File: src/sv/srd_pkg.sv
// shared constants for the stick radial deadzone block
package srd_pkg;

  // field widths
  localparam int RAW_W = 16;
  localparam int OUT_W = 17;
  localparam int DZ_W  = 15;

  // deadzone register reset value, about 0.15 of full scale
  localparam logic [DZ_W-1:0] DZ_RESET = 15'd4915;

  // positive full scale of a raw sample, the divisor for positive values
  localparam int RAW_POS_FS = 32767;

  // largest output magnitude
  localparam logic [OUT_W-1:0] OUT_MAX = 17'd32768;

  // depth of the queues between the parts
  localparam int QUEUE_DEPTH = 4;

endpackage

File: src/sv/srd_front.sv
// front part: normalizes a sample, squares the axes and classifies against the deadzone
module srd_front #(
  parameter int FRAC_BITS = 15
) (
  input  logic                                  clk,
  input  logic                                  rst_n,
  input  logic                                  in_push,
  output logic                                  in_full,
  input  logic signed [srd_pkg::RAW_W-1:0]      in_raw_x,
  input  logic signed [srd_pkg::RAW_W-1:0]      in_raw_y,
  input  logic [FRAC_BITS-1:0]                  dz,
  input  logic                                  mid_full,
  output logic                                  mid_push,
  output logic [4*FRAC_BITS+7-1:0]              mid_data
);
  import srd_pkg::*;

  localparam int F  = FRAC_BITS;
  localparam int AW = F + 1;
  localparam int SW = 2 * F + 2;
  localparam int NW = 15 + F;

  // magnitude in fixed point with the sign on top
  function automatic logic [AW:0] norm_mag(input logic [RAW_W-1:0] raw);
    logic [16:0]   absv;
    logic [16+F:0] nn;
    logic [NW-1:0] n;
    logic [NW:0]   acc;
    logic [AW-1:0] est;
    logic [NW:0]   prod;
    logic [NW:0]   rem;
    logic [AW-1:0] mag;
    absv = 17'h10000 - {1'b0, raw};
    nn   = {absv, {F{1'b0}}};
    n    = {raw[14:0], {F{1'b0}}};
    // reciprocal of 32767 as n*(1+2^-15), then correct by the remainder
    acc  = {1'b0, n} + (NW+1)'(n >> 15);
    est  = AW'(acc >> 15);
    prod = {est, 15'b0} - (NW+1)'(est);
    rem  = {1'b0, n} - prod;
    if (raw[RAW_W-1]) begin
      mag = AW'(nn >> 15);
    end else if (rem >= (NW+1)'(2 * RAW_POS_FS)) begin
      mag = est + AW'(2);
    end else if (rem >= (NW+1)'(RAW_POS_FS)) begin
      mag = est + AW'(1);
    end else begin
      mag = est;
    end
    return {raw[RAW_W-1], mag};
  endfunction

  logic          adv;
  logic [AW:0]   nmx, nmy;
  logic          va_r, vb_r;
  logic [AW-1:0] ax_r, ay_r, bax_r, bay_r;
  logic          nx_r, ny_r, bnx_r, bny_r;
  logic [SW-1:0] sx_r, sy_r;
  logic [2*F-1:0] dz_sq_r;
  logic [SW-1:0] sum;
  logic          in_dz;

  // both stages move together unless the second stage holds a beat and the queue is full
  assign adv     = !vb_r || !mid_full;
  assign in_full = !adv;
  assign nmx     = norm_mag(in_raw_x);
  assign nmy     = norm_mag(in_raw_y);

  always_ff @(posedge clk) begin
    if (!rst_n) begin
      va_r <= 1'b0;
      vb_r <= 1'b0;
    end else if (adv) begin
      va_r <= in_push;
      vb_r <= va_r;
    end
  end

  // normalize, then square
  always_ff @(posedge clk) begin
    dz_sq_r <= (2*F)'(dz) * (2*F)'(dz);
    if (adv) begin
      ax_r  <= nmx[AW-1:0];
      ay_r  <= nmy[AW-1:0];
      nx_r  <= nmx[AW];
      ny_r  <= !nmy[AW];
      sx_r  <= SW'(ax_r) * SW'(ax_r);
      sy_r  <= SW'(ay_r) * SW'(ay_r);
      bax_r <= ax_r;
      bay_r <= ay_r;
      bnx_r <= nx_r;
      bny_r <= ny_r;
    end
  end

  // deadzone test on the squared length
  assign sum      = sx_r + sy_r;
  assign in_dz    = (sum <= SW'(dz_sq_r));
  assign mid_push = vb_r && !mid_full;
  assign mid_data = {bax_r, bay_r, sum, bnx_r, bny_r, in_dz};

endmodule

File: config.mk
export PLATFORM = sky130hd
export DESIGN_NAME = srd_front
export DESIGN_NICKNAME = d
export VERILOG_FILES = /design/src/sv/srd_pkg.sv /design/src/sv/srd_front.sv
export SDC_FILE = /design/constraint.sdc
export NUM_CORES = 2
export LEC_CHECK = 0
export BUFFER_PORTS_ARGS = -buffer_cell sky130_fd_sc_hd__buf_2
export CORE_MARGIN = 4
export CORE_UTILIZATION = 50
export DETAILED_ROUTE_END_ITERATION = 12
export PLACE_DENSITY = 0.67
export SETUP_SLACK_MARGIN = 0.4
export SYNTH_ARGS = -nofsm -noshare
export SYNTH_HDL_FRONTEND = slang
export SYNTH_SLANG_ARGS = --single-unit
File: constraint.sdc
create_clock -name clk -period 9.8 [get_ports clk]
set_input_delay 0 -clock clk [delete_from_list [all_inputs] [get_ports clk]]
set_output_delay 0 -clock clk [all_outputs]
set_load 0.03 [all_outputs]
; ---- Yosys cells after proc, flatten, opt, wreduce, memory -nomap -nowiden
; Index checks and enable logic that the tools add are counted.
; W data, S select, Z words.
[totals]
reg_bits = 164
input_bits = 51
out_inout_bits = 69
[classes]
order_cmp = 5
n_reduce_logical = 6
n_mul = 3
n_addsub = 13
muxes = 6
[op_table]
columns = operator, n
row1 = $mux W16, 6
row2 = $mul A16 B16 Y32, 2
row3 = $add A30 B15 Y31, 2
row4 = $ge A31 B15 Y1 const B, 2
row5 = $ge A31 B16 Y1 const B, 2
row6 = $sub A30 B31 Y31, 2
row7 = $sub A31 B16 Y31, 2
row8 = $add A16 B1 Y16 const B, 2
row9 = $add A16 B2 Y16 const B, 2
row10 = $add A32 B32 Y32, 1
row11 = $le A32 B30 Y1, 1
row12 = $sub A1 B16 Y16 const A, 2
row13 = $mul A15 B15 Y30, 1
row14 = $logic_not A1 Y1, 4
row15 = $logic_and A1 B1 Y1, 1
row16 = $logic_or A1 B1 Y1, 1

; ---- Depth between registers and ports, before layout
[logic_depth]
ltp_word = 7
ltp_mapped = 26

; ---- Least setup slack after synthesis
; OpenSTA, ideal clock, no wires.
[synth_timing]
path_type = register to register
from = reg ax_r[9]
to = reg sx_r[28], data pin
required_ps = 9538
path_stages_with_launch = 27
slack_ps = 3525
t_arrival_ps = 6012
setup_time_ps = 262
synth_period_minus_slack_ps = 6275
path_cell_list = edfxtp_1 clkbuf_1 nand2_1 inv_1 fa_1 inv_1 fa_1 inv_1 fa_1 inv_1 fa_1 inv_1 fa_1 inv_1 fa_1 inv_1 ha_1 clkbuf_1 nand2_1 nor4_1 a211oi_1 a311oi_1 nor2b_1 nor2_1 a31oi_1 o21bai_1 xor2_1
[synth_between]
elab_chain_len = 1
[synth_rtl]
columns = item, line
row1 = start: declaration, srd_front.sv:56  ; logic [AW-1:0] ax_r, ay_r, bax_r, bay_r;
row2 = start signal: assignment, srd_front.sv:83  ; ax_r <= nmx[AW-1:0];
row3 = $mul A16 B16 Y32, srd_front.sv:87  ; sx_r <= SW'(ax_r) * SW'(ax_r);
row4 = end signal: assignment, srd_front.sv:87
row5 = end: declaration, srd_front.sv:58  ; logic [SW-1:0] sx_r, sy_r;
; No other way between the ends.
; A chain may end at the register's enable or synchronous reset.

; ---- Final worst setup path
[layout_timing]
from = reg ax_r[8]
to = reg sx_r[30], data pin
; Same word-level chain as after synthesis.

==> results.txt <==
Entering global routing, the biggest net connects 70 pins. The global-route met2 utilization is around two fifths. The clock insertion delay at the later pin of the skew report came out at 0.46 ns. Counting instances, the worst hold path has a depth of 2.

The met1 usage is approximately 30%. The fraction of met3 tracks used by global routing is 2.94%. The share of Yosys cell area claimed by the top area cell type came out at 32.7%. The critical path required time is about 10 ns. Summed over all layers, the global routing overflow is 0. In this run, synthesis inferred approximately 130 flip-flops with an integrated enable. The count of cell types in the netlist came out at 71. The global-route wire length before repair is 111 mm.

The number of antenna diodes in the final layout is 0. The library cells used most frequently in the layout, excluding fill and tap cells, are 779 x sky130_fd_sc_hd__inv_1, 467 x sky130_fd_sc_hd__fa_1, 361 x sky130_fd_sc_hd__ha_1, 257 x sky130_fd_sc_hd__nand2_1. The reg-to-reg endpoint is sx_r[30]$_DFFE_PN_. The detailed router placed between 20000 and 25000 vias in this run. The synthesis warning total came out at 0. The starting density of the core is 50.6%. The worst setup path is of the reg -> reg kind. Cells with a size suffix above 1 make up 5.61% of the layout. The total routing usage reported by global routing is 22.6%. The mean post-synth cell area is 9.37 um2. In this run the worst hold path is classified as in -> reg. The tool flagged a number of max-cap violations equal to 0. The count of antenna-violating nets left after detailed routing came out at 0. The clock arrives with about 0.016 ns of skew. The total count of max-transition violations in the final report came out at 0. The final worst-path cycle share came out at 72.2%. The maximum net fanout on the critical path is 13. The number of global-route vias before repair is roughly 23000. After synthesis, flip-flops and latches occupy 15.6% of the total area. The die is 247 um wide.

The final wirelength is 65.7 mm. The maximum buffer depth of the clock tree came out at 2. The die extent in y came out at 247 um. The startpoint identified for the worst register-to-register timing path is ax_r[8]$_DFFE_PN_. The number of input and output port buffers inserted came out at 119. The worst path arrival time came out at 7.28 ns.

After clock tree synthesis, the clock-pin slew on the worst setup and hold paths is ~0.070 ns. For the worst flop-to-flop path, the logic depth is 24. TritonCTS built the clock tree.

The die covers 0.0611 mm2. In this run the worst setup path begins at ax_r[8]$_DFFE_PN_. Ranked by total cell area, the synthesized netlist is headed by sky130_fd_sc_hd__fa_1 33%, sky130_fd_sc_hd__ha_1 16%, sky130_fd_sc_hd__edfxtp_1 13%.

The number of antenna violations at the first check in global routing is 2. The clock root buffer master is sky130_fd_sc_hd__clkbuf_16. The most used flip-flop cell after synthesis is sky130_fd_sc_hd__edfxtp_1. The biggest area contributor in the post-synthesis netlist is sky130_fd_sc_hd__fa_1.

The actual slew at the worst max-slew pin is 0.925 ns. In the routed design, unresolved DRC markers number 0. The placeable core area is about 0.056 mm2. The flow ran to the end, and the final reports show no timing, DRC or antenna violations. The most critical setup path has its endpoint at sx_r[30]$_DFFE_PN_. The number of hold violations in the final report came out at 0. The post-cts sizing count came out at 0. The final critical-path required period is slightly above 7 ns.

The first-iteration detailed-routing DRC count came out at 996. The number of clock sinks is 159. Setup repair after global routing left no endpoint under its margin. The fraction of registers with async set or reset after synthesis is 0%. The most common cell after layout, fill and taps aside is sky130_fd_sc_hd__inv_1. In this run the register-to-register setup slack is 2.72 ns. The gate count after technology mapping came out at 3052. The mean number of vias per cell came out at between 5 and 6. Timing would allow up to 141 MHz. The net count of the finished layout is 4022. The site row count is 87.

Setup violations remaining at the end of the flow were counted as 0. The most heavily used metal layer in global routing is met2. The routed length per placed instance is 16.8 um. The startpoint class of the critical path is a flip-flop. The sort of element at the end of the critical path is a flip-flop.

Once detailed placement completed, the half-perimeter wirelength came to 54.4 mm. Synthesis inferred 159 register bits. In this run the count of I/O pins placed on the die edge is 120.

The synthesized netlist occupies a cell area of 0.0286 mm2. The headroom to the max-slew limit is 38.4%. The first detailed-routing pass took 6 iterations. The CTS H-tree depth came out at 4. The area growth from synthesis to layout is 7.48%. The final estimated routing congestion in global placement is about 0.91.

The number of clock buffers inserted by TritonCTS came out at 17. After routing, the total negative slack on setup checks comes to 0 ns.
[cell usage after synthesis (all sizes together) (16+ instances only)]
master	count
nor2b	30
nand2b	16
ha	361
nor3	30
nor2	129
a21o	38
inv	779
nand2	259
fa	467
edfxtp	128
dfxtp	31
and2	129
o21ai	64
nand3	36
xor2	53
o21a	24
clkbuf	69
xnor2	104
a21oi	115
[worst max-delay path: stages, from the launching register on]
cell and delay [ns]:
sky130_fd_sc_hd__edfxtp_1 0.67, sky130_fd_sc_hd__inv_1 0.30, sky130_fd_sc_hd__nor2_1 0.11, sky130_fd_sc_hd__fa_1 0.51
sky130_fd_sc_hd__inv_1 0.05, sky130_fd_sc_hd__fa_1 0.48, sky130_fd_sc_hd__inv_1 0.05, sky130_fd_sc_hd__fa_1 0.50
sky130_fd_sc_hd__inv_1 0.05, sky130_fd_sc_hd__fa_1 0.47, sky130_fd_sc_hd__inv_1 0.05, sky130_fd_sc_hd__fa_1 0.54
sky130_fd_sc_hd__inv_1 0.06, sky130_fd_sc_hd__fa_1 0.53, sky130_fd_sc_hd__inv_1 0.04, sky130_fd_sc_hd__ha_1 0.42
sky130_fd_sc_hd__nand2_1 0.14, sky130_fd_sc_hd__nor4_1 0.45, sky130_fd_sc_hd__a211oi_1 0.14, sky130_fd_sc_hd__a311oi_1 0.56
sky130_fd_sc_hd__nor2b_1 0.11, sky130_fd_sc_hd__nor2_1 0.23, sky130_fd_sc_hd__a211o_1 0.17, sky130_fd_sc_hd__a21oi_1 0.08
sky130_fd_sc_hd__xnor2_1 0.12
[metal layers]
layer,vias up,wire length (um)
met2,514,33200
li1,9668,-
met5,-,7
met4,2,1380
met1,10300,27400
met3,112,3670
[worst min-delay path by stage]
stage                      from                  to  slack, ns
detailed placement        rst_n   vb_r$_SDFFE_PN0N_       0.23
global placement          rst_n   vb_r$_SDFFE_PN0N_       0.21
floorplan                 dz[0]  dz_sq_r[0]$_DFF_P_       0.03
CTS                 in_raw_x[6]   ax_r[6]$_DFFE_PN_     0.0009
global route        in_raw_x[6]   ax_r[6]$_DFFE_PN_       0.02
finish              in_raw_x[1]   ax_r[1]$_DFFE_PN_       0.02
[cell type report]
type / instances / area, um2
Fill cell: 5108 / 25800
Multi-Input combinational cell: 2037 / 20900
Sequential cell: 159 / 4460
Inverter: 780 / 2930
Tap cell: 756 / 946
Timing Repair Buffer: 148 / 883
Clock buffer: 17 / 425
Clock inverter: 15 / 190
[state kept, by name, indices dropped and copies added (netlist names)]
register and flops:
bny_r 1, dz_sq_r 29, ax_r 16, ny_r 1, ay_r 16, vb_r 1, bay_r 16, nx_r 1
va_r 1, bax_r 16, sy_r 30, bnx_r 1, sx_r 30
[cell families after synthesis]
group,count (synthesis),share of synthesized area [%]
AO/OA/AOI/OAI,342,7.53
XOR/XNOR,157,4.81
adder cells (fa/ha/maj),828,48.5
buffers and inverters,857,11.3
flip-flops,159,15.6
multiplexers,8,0.293
other,1,0.0131
AND/OR/NAND/NOR,700,11.9
[metrics by stage]
step	cells	setup WS, ns	area, um2	utilization, %	hold slack, ns
2_1_floorplan	3053	3.53	28600	-	0.0277
3_3_place_gp	3852	2.87	29800	52.8	0.211
3_5_place_dp	3852	2.78	29800	52.8	0.228
4_1_cts	3912	2.74	30700	54.4	0.000878
5_1_grt	3912	2.26	30700	54.4	0.0175
6_report	3912	2.72	30700	54.4	0.0197
[what timing repair did]
action / CTS / global route
endpoints found under the hold margin: 30 / 0
hold buffers: 28 / 0
endpoints found under the setup margin: 0 / 0
setup buffers: 0 / 0
Power is left out: the tool's default activity adds up to more than one toggle a clock period on the data nets, which glitch-free logic cannot reach.
