## src/sv/srd_fifo.sv

```systemverilog
// small register queue with full and empty flags
module srd_fifo #(
  parameter int W     = 8,
  parameter int DEPTH = 4
) (
  input  logic         clk,
  input  logic         rst_n,
  input  logic         push,
  input  logic [W-1:0] wdata,
  output logic         full,
  input  logic         pop,
  output logic [W-1:0] rdata,
  output logic         empty
);
  localparam int PW = (DEPTH > 1) ? $clog2(DEPTH) : 1;
  localparam int CW = $clog2(DEPTH + 1);

  logic [W-1:0]  mem_r [DEPTH];
  logic [PW-1:0] wr_ptr_r, wr_ptr_nxt;
  logic [PW-1:0] rd_ptr_r, rd_ptr_nxt;
  logic [CW-1:0] count_r, count_nxt;
  logic          do_push, do_pop;

  assign full    = (count_r == CW'(DEPTH));
  assign empty   = (count_r == '0);
  assign do_push = push && !full;
  assign do_pop  = pop && !empty;
  assign rdata   = mem_r[rd_ptr_r];

  // pointer and count update
  always_comb begin
    wr_ptr_nxt = wr_ptr_r;
    rd_ptr_nxt = rd_ptr_r;
    count_nxt  = count_r;
    if (do_push) begin
      wr_ptr_nxt = (wr_ptr_r == PW'(DEPTH - 1)) ? '0 : wr_ptr_r + 1'b1;
    end
    if (do_pop) begin
      rd_ptr_nxt = (rd_ptr_r == PW'(DEPTH - 1)) ? '0 : rd_ptr_r + 1'b1;
    end
    if (do_push && !do_pop) begin
      count_nxt = count_r + 1'b1;
    end else if (do_pop && !do_push) begin
      count_nxt = count_r - 1'b1;
    end
  end

  always_ff @(posedge clk) begin
    if (!rst_n) begin
      wr_ptr_r <= '0;
      rd_ptr_r <= '0;
      count_r  <= '0;
    end else begin
      wr_ptr_r <= wr_ptr_nxt;
      rd_ptr_r <= rd_ptr_nxt;
      count_r  <= count_nxt;
    end
  end

  // storage
  always_ff @(posedge clk) begin
    if (do_push) begin
      mem_r[wr_ptr_r] <= wdata;
    end
  end

endmodule

```

## config.mk

```make
export PLATFORM = sky130hd
export DESIGN_NAME = srd_fifo
export DESIGN_NICKNAME = d
export VERILOG_FILES = /design/src/sv/srd_fifo.sv
export SDC_FILE = /design/constraint.sdc
export NUM_CORES = 1
export LEC_CHECK = 0
export BUFFER_PORTS_ARGS = -buffer_cell sky130_fd_sc_hd__buf_4
export CORE_MARGIN = 2
export CORE_UTILIZATION = 30
export DETAILED_ROUTE_END_ITERATION = 8
export PLACE_DENSITY = 0.46
export SLEW_MARGIN = 20
export SYNTH_ARGS = -nofsm -noshare
export SYNTH_HDL_FRONTEND = slang
export SYNTH_SLANG_ARGS = --single-unit
```

## constraint.sdc

```tcl
create_clock -name clk -period 2.4 [get_ports clk]
set_input_delay 0.48 -clock clk [delete_from_list [all_inputs] [get_ports clk]]
set_output_delay 0.48 -clock clk [all_outputs]
set_load 0.02 [all_outputs]
```

**Word level (Yosys, flattened, before mapping)**

Memory sizes are Yosys's and may differ from the RTL's. A register that Yosys moved wholly into a read port is not among the register bits.
Index checks and enable logic that the tools add are counted.

- Reduce and logical (&&, ||, !) cells: 10
- Magnitude comparators: 0
- Shifts and indexed selects: 0
- Equal/unequal tests: 3
- $mul: 0
- Multiplexer cells: 8
- $add $sub $neg: 4
- Divide/modulo/power cells: 0
- Bitwise logic cells: 0

Operators with widths:

| operator | number |
|---|---|
| 2-bit 2-to-1 mux | 4 |
| 3-bit 2-to-1 mux | 2 |
| 2-bit by 1-bit adder with 2-bit output (second input constant) | 2 |
| 2-bit equality test (second input constant) | 2 |
| 1-bit logical AND | 4 |
| 1-bit logical NOT | 4 |
| 3-bit by 1-bit adder with 3-bit output (second input constant) | 1 |
| 3-bit equality test (second input constant) | 1 |
| 3-bit logical NOT | 1 |
| 3-bit by 1-bit subtractor with 3-bit output (second input constant) | 1 |
| 1-bit 2-to-1 mux | 2 |
| 2-bit nonzero test | 1 |

- Bits in registers: 7
- ROM bits: 0
- Input port bits: 12
- Latch bits: 0
- Memories: 1
- Memory bits (writable): 32

Memory list:

| memory | depth | width | rd ports | clocked after memory_dff | wr ports | line | RTL |
|---|---|---|---|---|---|---|---|
| mem_r | 4 | 8 | 1 | 1 | 1 | 18 | `logic [W-1:0] mem_r [DEPTH];` |

**Logic depth before layout (Yosys ltp)**

Gate-level depths: netlist of run 1.

- Depth in word-level cells: 7
- Mapped depth: 9
- Mapped depth without buffers: 8

**Worst setup path after synthesis of run 1**

Ideal clock, no wire load.

- Path kind: reg-to-reg
- From: reg count_r[0]
- To: reg count_r[2]
- Path slack: 307 ps
- Buffers on the path: 0
- Stages on the path, launching flop included: 8
- Clock period less this slack: 2093 ps
- Data required time: 2324 ps
- Arrival time: 2017 ps
- Library setup time: 76 ps
- Cell sequence: dfxtp_1 -> o31ai_1 -> ha_1 -> inv_1 -> fa_1 -> xor2_1 -> or3_1 -> a21boi_0

- Word-level cells in the longest chain between the ends: 6
- Elaborated cells between the ends (all ways): 15

RTL lines:

| what | line | RTL |
|---|---|---|
| start: declaration | 21 | `logic [CW-1:0] count_r, count_nxt;` |
| start signal: assignment | 56 | `count_r <= count_nxt;` |
| parallel branches: the longest is 6 deep, another holds 3-bit by 1-bit subtractor with 3-bit output | n/a |  |

Several ways; the timed one is not identified. The select of a mux whose other input is x is not followed.
A chain may end at the register's enable or synchronous reset.

==> results.py, run 1 <==
metrics = {
    "pwr": {
        "vdd_drop_max_uv": 486,
        "p_leak_nw": 0.718,
        "p_int_mw": 1.49,
        "power.share.clock": 0.261,
        "p_per_area_nw_per_um2": 1050,
        "swShare": 0.290,
        "seqPwrFrac": 0.454,
        "combPwrFrac": 0.285,
        "power.net_switching_uw": 608,
    },
    "finish": {
        "utilization": 0.386,
        "syn2layout_area_growth_pct": 22.4,
        "final-seq-area_sq_um": 1140,
        "num_antenna_cells": 0,
        "multi_input_area_sq_um": 460,
        "final.fill_count": 492,
        "fin_nets": 139,
        "drive_above_1_share": 0.339,
    },
    "clock_tree": {
        "cts_resized": 0,
        "insertion_delay_ns": 0.29,
        "cts_buffers": 5,
        "clk_pin_slew_worst_paths_ns": 0.08,
        "ctsHoldBuffers": 0,
        "cts_tree": "done",
        "cts_root_buf": "clkbuf_8",
        "postCtsSetupRepairBufs": 0,
        "cts_sinks": 41,
        "clockBufferDepth": 2,
        "cts_max_level": 2,
    },
    "routing": {
        "drtPass1Iterations": 4,
        "routedWlPerCell_um": 14.0,
        "met1_length_um": 1100,
        "route.met3.wl_um": 99,
        "vias": 838,
        "wl_met2_um": 1430,
        "routed_wl_um": 2680,
        "drt-initial-drc-count": 43,
        "final_antenna_net_count": 0,
        "drcViolationCount": 0,
        "top_layer": "met4",
        "vias_per_cell": 4.39,
    },
    "floorplan": {
        "dieWidth_um": 77.7,
        "die-area_sq_um": 6040,
        "fp.coreArea_sq_um": 5170,
        "start_util": 0.315,
        "rows": 26,
        "ios": 22,
        "die_h_um": 77.7,
    },
    "worst_hold_path": {
        "hold_path.class": "in2reg",
    },
    "global_routing": {
        "grt_usage": 0.100,
        "overflow": 0,
        "grt_max_degree": 15,
        "first_global_vias": 906,
        "antenna_found_initial": 0,
        "grt_pass1_wl_um": 4410,
    },
    "logic_synthesis": {
        "synth_edf_count": 32,
        "ys_seq_area_frac": 0.700,
        "yosysMostFrequentCell": "edfxtp_1",
        "synth_common_cells": "edfxtp_1 (32), dfxtp_1 (9), mux4_2 (8), ha_1 (6), nand2_1 (6)",
        "synth_area_sq_um": 1630,
        "synth_top_area_cell": "edfxtp_1",
        "synthTopCellsByArea": "edfxtp_1 (59%), dfxtp_1 (11%), mux4_2 (11%)",
        "synthDistinctLibCells": 23,
        "synth.ff_latch_count": 41,
        "synth.avg_cell_area_sq_um": 17.5,
        "synth_nets": 112,
        "postSynth.asyncResetShare": 0,
        "syn_inst": 93,
        "synth_flop_cell": "edfxtp_1",
        "synth_top_area_frac": 0.589,
        "yosys_warnings": 0,
    },
    "setup_path": {
        "start_kind": "flop",
        "slowest_delay_ns": 0.52,
        "critPathMostFrequentCell": "buf_4",
        "cp.required_ns": 1.92,
        "crit_slowest_cell": "mux4_2",
        "crit_path_end_kind": "primary output",
        "criticalPathCategory": "reg2out",
        "path_cells": "buf_4 > mux4_2 > buf_4",
        "path_max_fanout": 5,
        "worstPathArrival_ns": 1.69,
    },
    "sta": {
        "drv_slew": 0,
        "skew_ns": 0.00689,
        "setup_viol": 0,
        "min_period_over_period": 0.904,
        "tightestPinTransition_ns": 0.471,
        "clock.fmax_mhz": 461,
        "final.min_clock_period_ns": 2.17,
        "finalHoldViolCount": 0,
        "rsz0062_at_grt": "no",
        "fin_tns_setup_ns": 0,
        "relSlewSlack": 0.686,
    },
    "placement": {
        "portBuffers": 21,
        "dp_hpwl_um": 1890,
        "gp_congestion": 0.662,
    },
    "flow_run": {
        "drv_cap": 0,
    },
    "run_status": {
        "status": "finished, final reports clean",
    },
}
[stage by stage]
stage                     setup slack [ns]  hold WS (ns)  instance area, sq um  instances  power (mW)
after global placement               0.404         0.486                  1880        183        1.57
after global routing                 0.113         0.373                  2000        191        2.22
final                                0.231         0.387                  2000        191        2.10
after CTS                            0.186         0.380                  2000        191        2.14
after floorplan                      0.307         0.468                  1630         93        1.35
after detailed placement             0.250         0.495                  1880        183        1.59
[power by group through the flow]
stage	Clock (mW)	Combinational, mW	Sequential, mW
detailed placement	0	0.614	0.972
finish	0.547	0.597	0.953
floorplan	0	0.421	0.931
global placement	0	0.607	0.965
global route	0.595	0.656	0.969
CTS	0.567	0.614	0.957
[worst paths after layout]
| kind | start | end | slack [ns] | depth (start not counted) |
|---|---|---|---|---|
| worst max-delay path | flop | rdata[3] | 0.23 | 3 |
| worst min-delay path | wdata[7] | mem_r[1][7]$_DFFE_PP_ | 0.39 | 1 |
| worst max register to register | count_r[0]$_SDFFE_PN0P_ | count_r[2]$_SDFFE_PN0P_ | 0.28 | 7 |
| worst min register to register | wr_ptr_r[1]$_SDFFE_PN0P_ | wr_ptr_r[1]$_SDFFE_PN0P_ | 0.50 | 2 |
[flip-flops by register name (all words and copies together), names as in the netlist, named ones only]
register  flops
count_r       3
mem_r        32
rd_ptr_r      2
wr_ptr_r      2
[kinds of logic after synthesis]
kind of cell	after synthesis	share of synthesized area
XOR/XNOR	2	0.0107
AO/OA/AOI/OAI	5	0.0184
adder cells (fa/ha/maj)	7	0.0583
flip-flops	41	0.700
buffers and inverters	7	0.0176
AND/OR/NAND/NOR	20	0.0660
multiplexers	11	0.129
[routing by layer]
metal,global-route usage,vias to the layer above
met4,0.0482,0
li1,-,398
met1,0.113,420
met2,0.171,14
met3,0.0314,6
met5,0,-
[cell type report]
type / count / area share
Sequential cell: 41 / 0.572
Multi-Input combinational cell: 45 / 0.231
Timing Repair Buffer: 24 / 0.0903
Tap cell: 70 / 0.0439
Clock buffer: 5 / 0.0345
Clock inverter: 3 / 0.0232
Inverter: 3 / 0.00564
[cell usage in the layout (no fill, tap or decap), types with 2 or more instances in the layout]
cell / n
nor2b_1: 2
and2_1: 5
ha_1: 6
edfxtp_1: 32
dfxtp_1: 9
clkbuf_8: 5
nand3_1: 2
buf_4: 24
o21ai_0: 3
nor2_1: 2
mux2i_1: 3
mux4_2: 8
inv_1: 3
nand2_1: 6
[worst max-delay path: cells and delay by family, from the launching register on]
kind | cells | cell delay, ns
buf+inv | 2 | 0.40
mux | 1 | 0.52
flops | 1 | 0.48
(Power assumes the default switching activity.)
==> run 2, diff against run 1 <==
--- a/config.mk
+++ b/config.mk
@@ -6,10 +6,12 @@
 export NUM_CORES = 1
 export LEC_CHECK = 0
 export BUFFER_PORTS_ARGS = -buffer_cell sky130_fd_sc_hd__buf_4
+export CELL_PAD_IN_SITES_DETAIL_PLACEMENT = 0
+export CELL_PAD_IN_SITES_GLOBAL_PLACEMENT = 1
 export CORE_MARGIN = 2
 export CORE_UTILIZATION = 30
 export DETAILED_ROUTE_END_ITERATION = 8
-export PLACE_DENSITY = 0.46
+export PLACE_DENSITY = 0.52
 export SLEW_MARGIN = 20
 export SYNTH_ARGS = -nofsm -noshare
 export SYNTH_HDL_FRONTEND = slang
==> results.py, run 2 (synthesis gave the netlist of run 1 again) <==
metrics = {
    "setup_path": {
        "slowest_delay_ns": 0.38,
        "cp.required_ns": 2.62,
        "crit_path_end_kind": "flop",
        "path_delay_family": "adder cells",
        "cp.buffers_inverters": 1,
        "crit_slowest_cell": "dfxtp_1",
        "path_cells": "o31ai_1 > ha_1 > inv_1 > fa_1 > xor2_1 > or3_1 > a21boi_0",
        "worstPathArrival_ns": 2.27,
        "path_max_fanout": 5,
        "start_kind": "flop",
        "criticalPathCategory": "reg2reg",
    },
    "floorplan": {
        "start_util": 0.315,
        "fp.coreArea_sq_um": 5170,
        "die_h_um": 77.7,
        "die-area_sq_um": 6040,
        "dieWidth_um": 77.7,
        "ios": 22,
        "rows": 26,
    },
    "flow_run": {
        "drv_cap": 0,
    },
    "clock_tree": {
        "cts_resized": 0,
        "cts_max_level": 2,
        "insertion_delay_ns": 0.29,
        "cts_root_buf": "clkbuf_8",
        "clk_pin_slew_worst_paths_ns": 0.08,
        "cts_buffers": 5,
        "cts_sinks": 41,
        "clockBufferDepth": 2,
        "postCtsSetupRepairBufs": 0,
        "ctsHoldBuffers": 0,
        "cts_tree": "done",
    },
    "pwr": {
        "power.net_switching_uw": 592,
        "p_per_area_nw_per_um2": 1050,
        "power.share.clock": 0.266,
        "combPwrFrac": 0.290,
        "swShare": 0.281,
        "p_int_mw": 1.52,
        "seqPwrFrac": 0.444,
        "total_power_mw": 2.11,
        "p_leak_nw": 0.721,
        "vdd_drop_max_uv": 284,
    },
    "sta": {
        "final.min_clock_period_ns": 2.05,
        "fin_tns_setup_ns": 0,
        "rsz0062_at_grt": "no",
        "tightestPinTransition_ns": 0.479,
        "min_period_over_period": 0.855,
        "setup_viol": 0,
        "finalHoldViolCount": 0,
        "drv_slew": 0,
        "relSlewSlack": 0.681,
        "worst_hold_slack_ns": 0.389,
        "clock.fmax_mhz": 487,
        "skew_ns": 0.00770,
    },
    "global_routing": {
        "grt_max_degree": 14,
        "grt_usage": 0.0969,
        "first_global_vias": 869,
        "grt_pass1_wl_um": 4240,
        "overflow": 0,
        "antenna_found_initial": 0,
    },
    "finish": {
        "largest_reg_flops": 32,
        "final_common_cell": "edfxtp_1",
        "drive_above_1_share": 0.339,
        "regMostFlops": "mem_r",
        "top_regs": "mem_r x32, count_r x3",
        "syn2layout_area_growth_pct": 22.7,
        "final_cell_mix": "edfxtp_1 (32), buf_4 (24), dfxtp_1 (9)",
        "fin_nets": 139,
        "num_antenna_cells": 0,
        "final.fill_count": 489,
    },
    "routing": {
        "drcViolationCount": 0,
        "final_antenna_net_count": 0,
        "routedWlPerCell_um": 13.6,
        "vias_per_cell": 4.37,
        "routed_wl_um": 2610,
        "vias": 835,
        "drt-initial-drc-count": 16,
        "drtPass1Iterations": 3,
    },
    "placement": {
        "gp_congestion": 0.652,
        "dp_hpwl_um": 1830,
        "portBuffers": 21,
    },
    "run_status": {
        "status": "finished, final reports clean",
    },
    "worst_hold_path": {
        "hold_path.class": "in2reg",
    },
}
run 2: cell count changes in the layout (fill, tap and decap cells not counted):
cell,previous run,this run
clkbuf_8,5,6
clkinv_4,1,0
run 2: path summary, 6_finish.rpt:
check                                                end  slack (ns)                     start  cells past startpoint
worst max-delay path             count_r[2]$_SDFFE_PN0P_        0.35   count_r[0]$_SDFFE_PN0P_                      7
worst min-delay path               mem_r[2][3]$_DFFE_PP_        0.39                  wdata[3]                      1
worst max register to register   count_r[2]$_SDFFE_PN0P_        0.35   count_r[0]$_SDFFE_PN0P_                      7
worst min register to register  wr_ptr_r[1]$_SDFFE_PN0P_        0.49  wr_ptr_r[1]$_SDFFE_PN0P_                      2
run 2: routing by layer:
metal / up-vias / GRT usage / part of all wire
li1: 399 / - / -
met1: 415 / 0.109 / 0.41
met2: 15 / 0.165 / 0.53
met3: 6 / 0.0372 / 0.045
met4: 0 / 0.0375 / 0.015
met5: - / 0 / 0
run 2: power groups by stage:
stage                     combinational (mW)  clock (mW)  sequential [mW]
after floorplan                        0.421           0            0.931
after global placement                 0.621           0            0.952
after detailed placement               0.627           0            0.956
after CTS                              0.628       0.579            0.940
after global routing                   0.669       0.612            0.951
final                                  0.612       0.561            0.937
run 2: final cells by class:
class / instances / area, sq um / area share
Clock inverter: 2 / 37.5 / 0.0188
Sequential cell: 41 / 1140 / 0.570
Timing Repair Buffer: 24 / 180 / 0.0901
Tap cell: 70 / 87.6 / 0.0438
Inverter: 3 / 11.3 / 0.00563
Clock buffer: 6 / 82.6 / 0.0413
Multi-Input combinational cell: 45 / 460 / 0.230
run 2: stage by stage:
| stage | utilization | std cells | area (sq um) | setup slack (ns) |
|---|---|---|---|---|
| final | 0.387 | 191 | 2000 | 0.348 |
| after detailed placement | 0.364 | 183 | 1880 | 0.329 |
| after CTS | 0.387 | 191 | 2000 | 0.323 |
| after global placement | 0.364 | 183 | 1880 | 0.396 |
| after floorplan | - | 93 | 1630 | 0.307 |
| after global routing | 0.387 | 191 | 2000 | 0.196 |
==> run 3, diff against run 2 <==
--- a/config.mk
+++ b/config.mk
@@ -8,10 +8,12 @@
 export BUFFER_PORTS_ARGS = -buffer_cell sky130_fd_sc_hd__buf_4
 export CELL_PAD_IN_SITES_DETAIL_PLACEMENT = 0
 export CELL_PAD_IN_SITES_GLOBAL_PLACEMENT = 1
+export CORE_ASPECT_RATIO = 2
 export CORE_MARGIN = 2
 export CORE_UTILIZATION = 30
 export DETAILED_ROUTE_END_ITERATION = 8
 export PLACE_DENSITY = 0.52
+export REMOVE_ABC_BUFFERS = 1
 export SLEW_MARGIN = 20
 export SYNTH_ARGS = -nofsm -noshare
 export SYNTH_HDL_FRONTEND = slang
==> results.py, run 3 (synthesis gave the netlist of run 1 again) <==
metrics = {
    "setup_path": {
        "worstPathArrival_ns": 2.36,
        "crit_path_end_kind": "flop",
        "criticalPathCategory": "reg2reg",
        "cp.required_ns": 2.62,
        "start_kind": "flop",
        "path_max_fanout": 5,
    },
    "clock_tree": {
        "insertion_delay_ns": 0.29,
        "cts_root_buf": "clkbuf_8",
        "cts_buffers": 5,
        "cts_sinks": 41,
        "cts_tree": "done",
        "cts_max_level": 2,
        "clk_pin_slew_worst_paths_ns": 0.08,
        "clockBufferDepth": 2,
        "postCtsSetupRepairBufs": 0,
    },
    "global_routing": {
        "grt_pass1_wl_um": 4190,
        "grt_max_degree": 15,
        "antenna_found_initial": 0,
        "grt_usage": 0.0941,
        "first_global_vias": 852,
        "overflow": 0,
    },
    "finish": {
        "num_antenna_cells": 0,
        "fin_nets": 139,
        "final_common_cell": "edfxtp_1",
        "regMostFlops": "mem_r",
        "drive_above_1_share": 0.347,
        "top_regs": "mem_r x32, count_r x3",
        "syn2layout_area_growth_pct": 23.3,
        "fin_cells": 181,
        "final_cell_mix": "edfxtp_1 (32), buf_4 (24), dfxtp_1 (9)",
        "largest_reg_flops": 32,
    },
    "worst_hold_path": {
        "hold_path.class": "in2reg",
    },
    "floorplan": {
        "rows": 38,
        "ios": 22,
        "dieWidth_um": 56.1,
        "die-area_sq_um": 6080,
        "fp.coreArea_sq_um": 5330,
        "start_util": 0.306,
        "die_h_um": 108,
    },
    "pwr": {
        "p_int_mw": 1.60,
        "p_leak_nw": 0.733,
        "seqPwrFrac": 0.422,
        "p_per_area_nw_per_um2": 1100,
        "power.net_switching_uw": 608,
        "power.share.clock": 0.296,
        "swShare": 0.275,
        "combPwrFrac": 0.282,
        "vdd_drop_max_uv": 620,
    },
    "sta": {
        "timing.final.ws_setup_ns": 0.259,
        "rsz0062_at_grt": "no",
        "skew_ns": 0.00780,
        "clock.fmax_mhz": 467,
        "finalHoldViolCount": 0,
        "setup_viol": 0,
        "worst_hold_slack_ns": 0.384,
        "drv_slew": 0,
        "relSlewSlack": 0.685,
        "final.min_clock_period_ns": 2.14,
        "tightestPinTransition_ns": 0.472,
        "min_period_over_period": 0.892,
        "fin_tns_setup_ns": 0,
    },
    "placement": {
        "portBuffers": 21,
        "pre_cts_ws_ns": 0.119,
        "dp_hpwl_um": 1790,
        "dp_cells": 173,
        "gp_congestion": 0.658,
    },
    "routing": {
        "vias": 824,
        "drtPass1Iterations": 4,
        "final_antenna_net_count": 0,
        "drt-initial-drc-count": 9,
        "routed_wl_um": 2600,
        "routedWlPerCell_um": 14.3,
        "vias_per_cell": 4.55,
        "drcViolationCount": 0,
    },
    "flow_run": {
        "drv_cap": 0,
    },
    "run_status": {
        "status": "finished, final reports clean",
    },
}
## run 3: through the flow
step            util  cell area (sq um)  power (mW)
2_1_floorplan      -               1610        1.34
4_1_cts        0.377               2010        2.25
5_1_grt        0.378               2010        2.34
3_5_place_dp   0.351               1870        1.58
6_report       0.378               2010        2.21
3_3_place_gp   0.351               1870        1.59
## run 3: layout make-up
class | instances | area (sq um)
clock inverters | 3 | 68.8
well taps | 60 | 75.1
inverters | 3 | 11.3
multi-input cells | 45 | 465
fillers | 512 | 3310
repair buffers | 24 | 180
clock buffers | 5 | 68.8
flip-flops and latches | 41 | 1140
## run 3: repair_timing
| action | CTS | global route |
|---|---|---|
| hold buffers | 0 | 0 |
| endpoints found under the setup margin | 0 | 1 |
| endpoints found under the hold margin | 0 | 0 |
| gates resized for setup | 0 | 1 |
## run 3: critical path, cell delays in order, from the launching register on
cell and delay, ns:
dfxtp_1 0.38, o31ai_2 0.40, ha_1 0.25, inv_1 0.06, fa_1 0.37, xor2_1 0.15
or3_1 0.30, a21boi_0 0.16
## run 3: path summary, 6_finish.rpt
check / end / from / slack [ns] / cells after the start
setup / recovery: count_r[2]$_SDFFE_PN0P_ / count_r[1]$_SDFFE_PN0P_ / 0.26 / 7
hold / removal: mem_r[2][7]$_DFFE_PP_ / wdata[7] / 0.38 / 1
setup reg to reg: count_r[2]$_SDFFE_PN0P_ / count_r[1]$_SDFFE_PN0P_ / 0.26 / 7
hold reg to reg: wr_ptr_r[1]$_SDFFE_PN0P_ / wr_ptr_r[1]$_SDFFE_PN0P_ / 0.51 / 2
## run 3: power by group through the flow
stage / clock [mW] / sequential (mW) / combinational (mW)
final: 0.655 / 0.932 / 0.622
after detailed placement: 0 / 0.947 / 0.633
after global placement: 0 / 0.947 / 0.639
after CTS: 0.679 / 0.932 / 0.636
after global routing: 0.709 / 0.946 / 0.689
after floorplan: 0 / 0.960 / 0.381
## run 3: metal layers
| metal | wire length (um) | vias up | global-route usage |
|---|---|---|---|
| met5 | 0 | - | 0 |
| met4 | 48 | 0 | 0.0459 |
| met3 | 121 | 6 | 0.0311 |
| met2 | 1310 | 21 | 0.155 |
| met1 | 1110 | 399 | 0.109 |
| li1 | - | 398 | - |
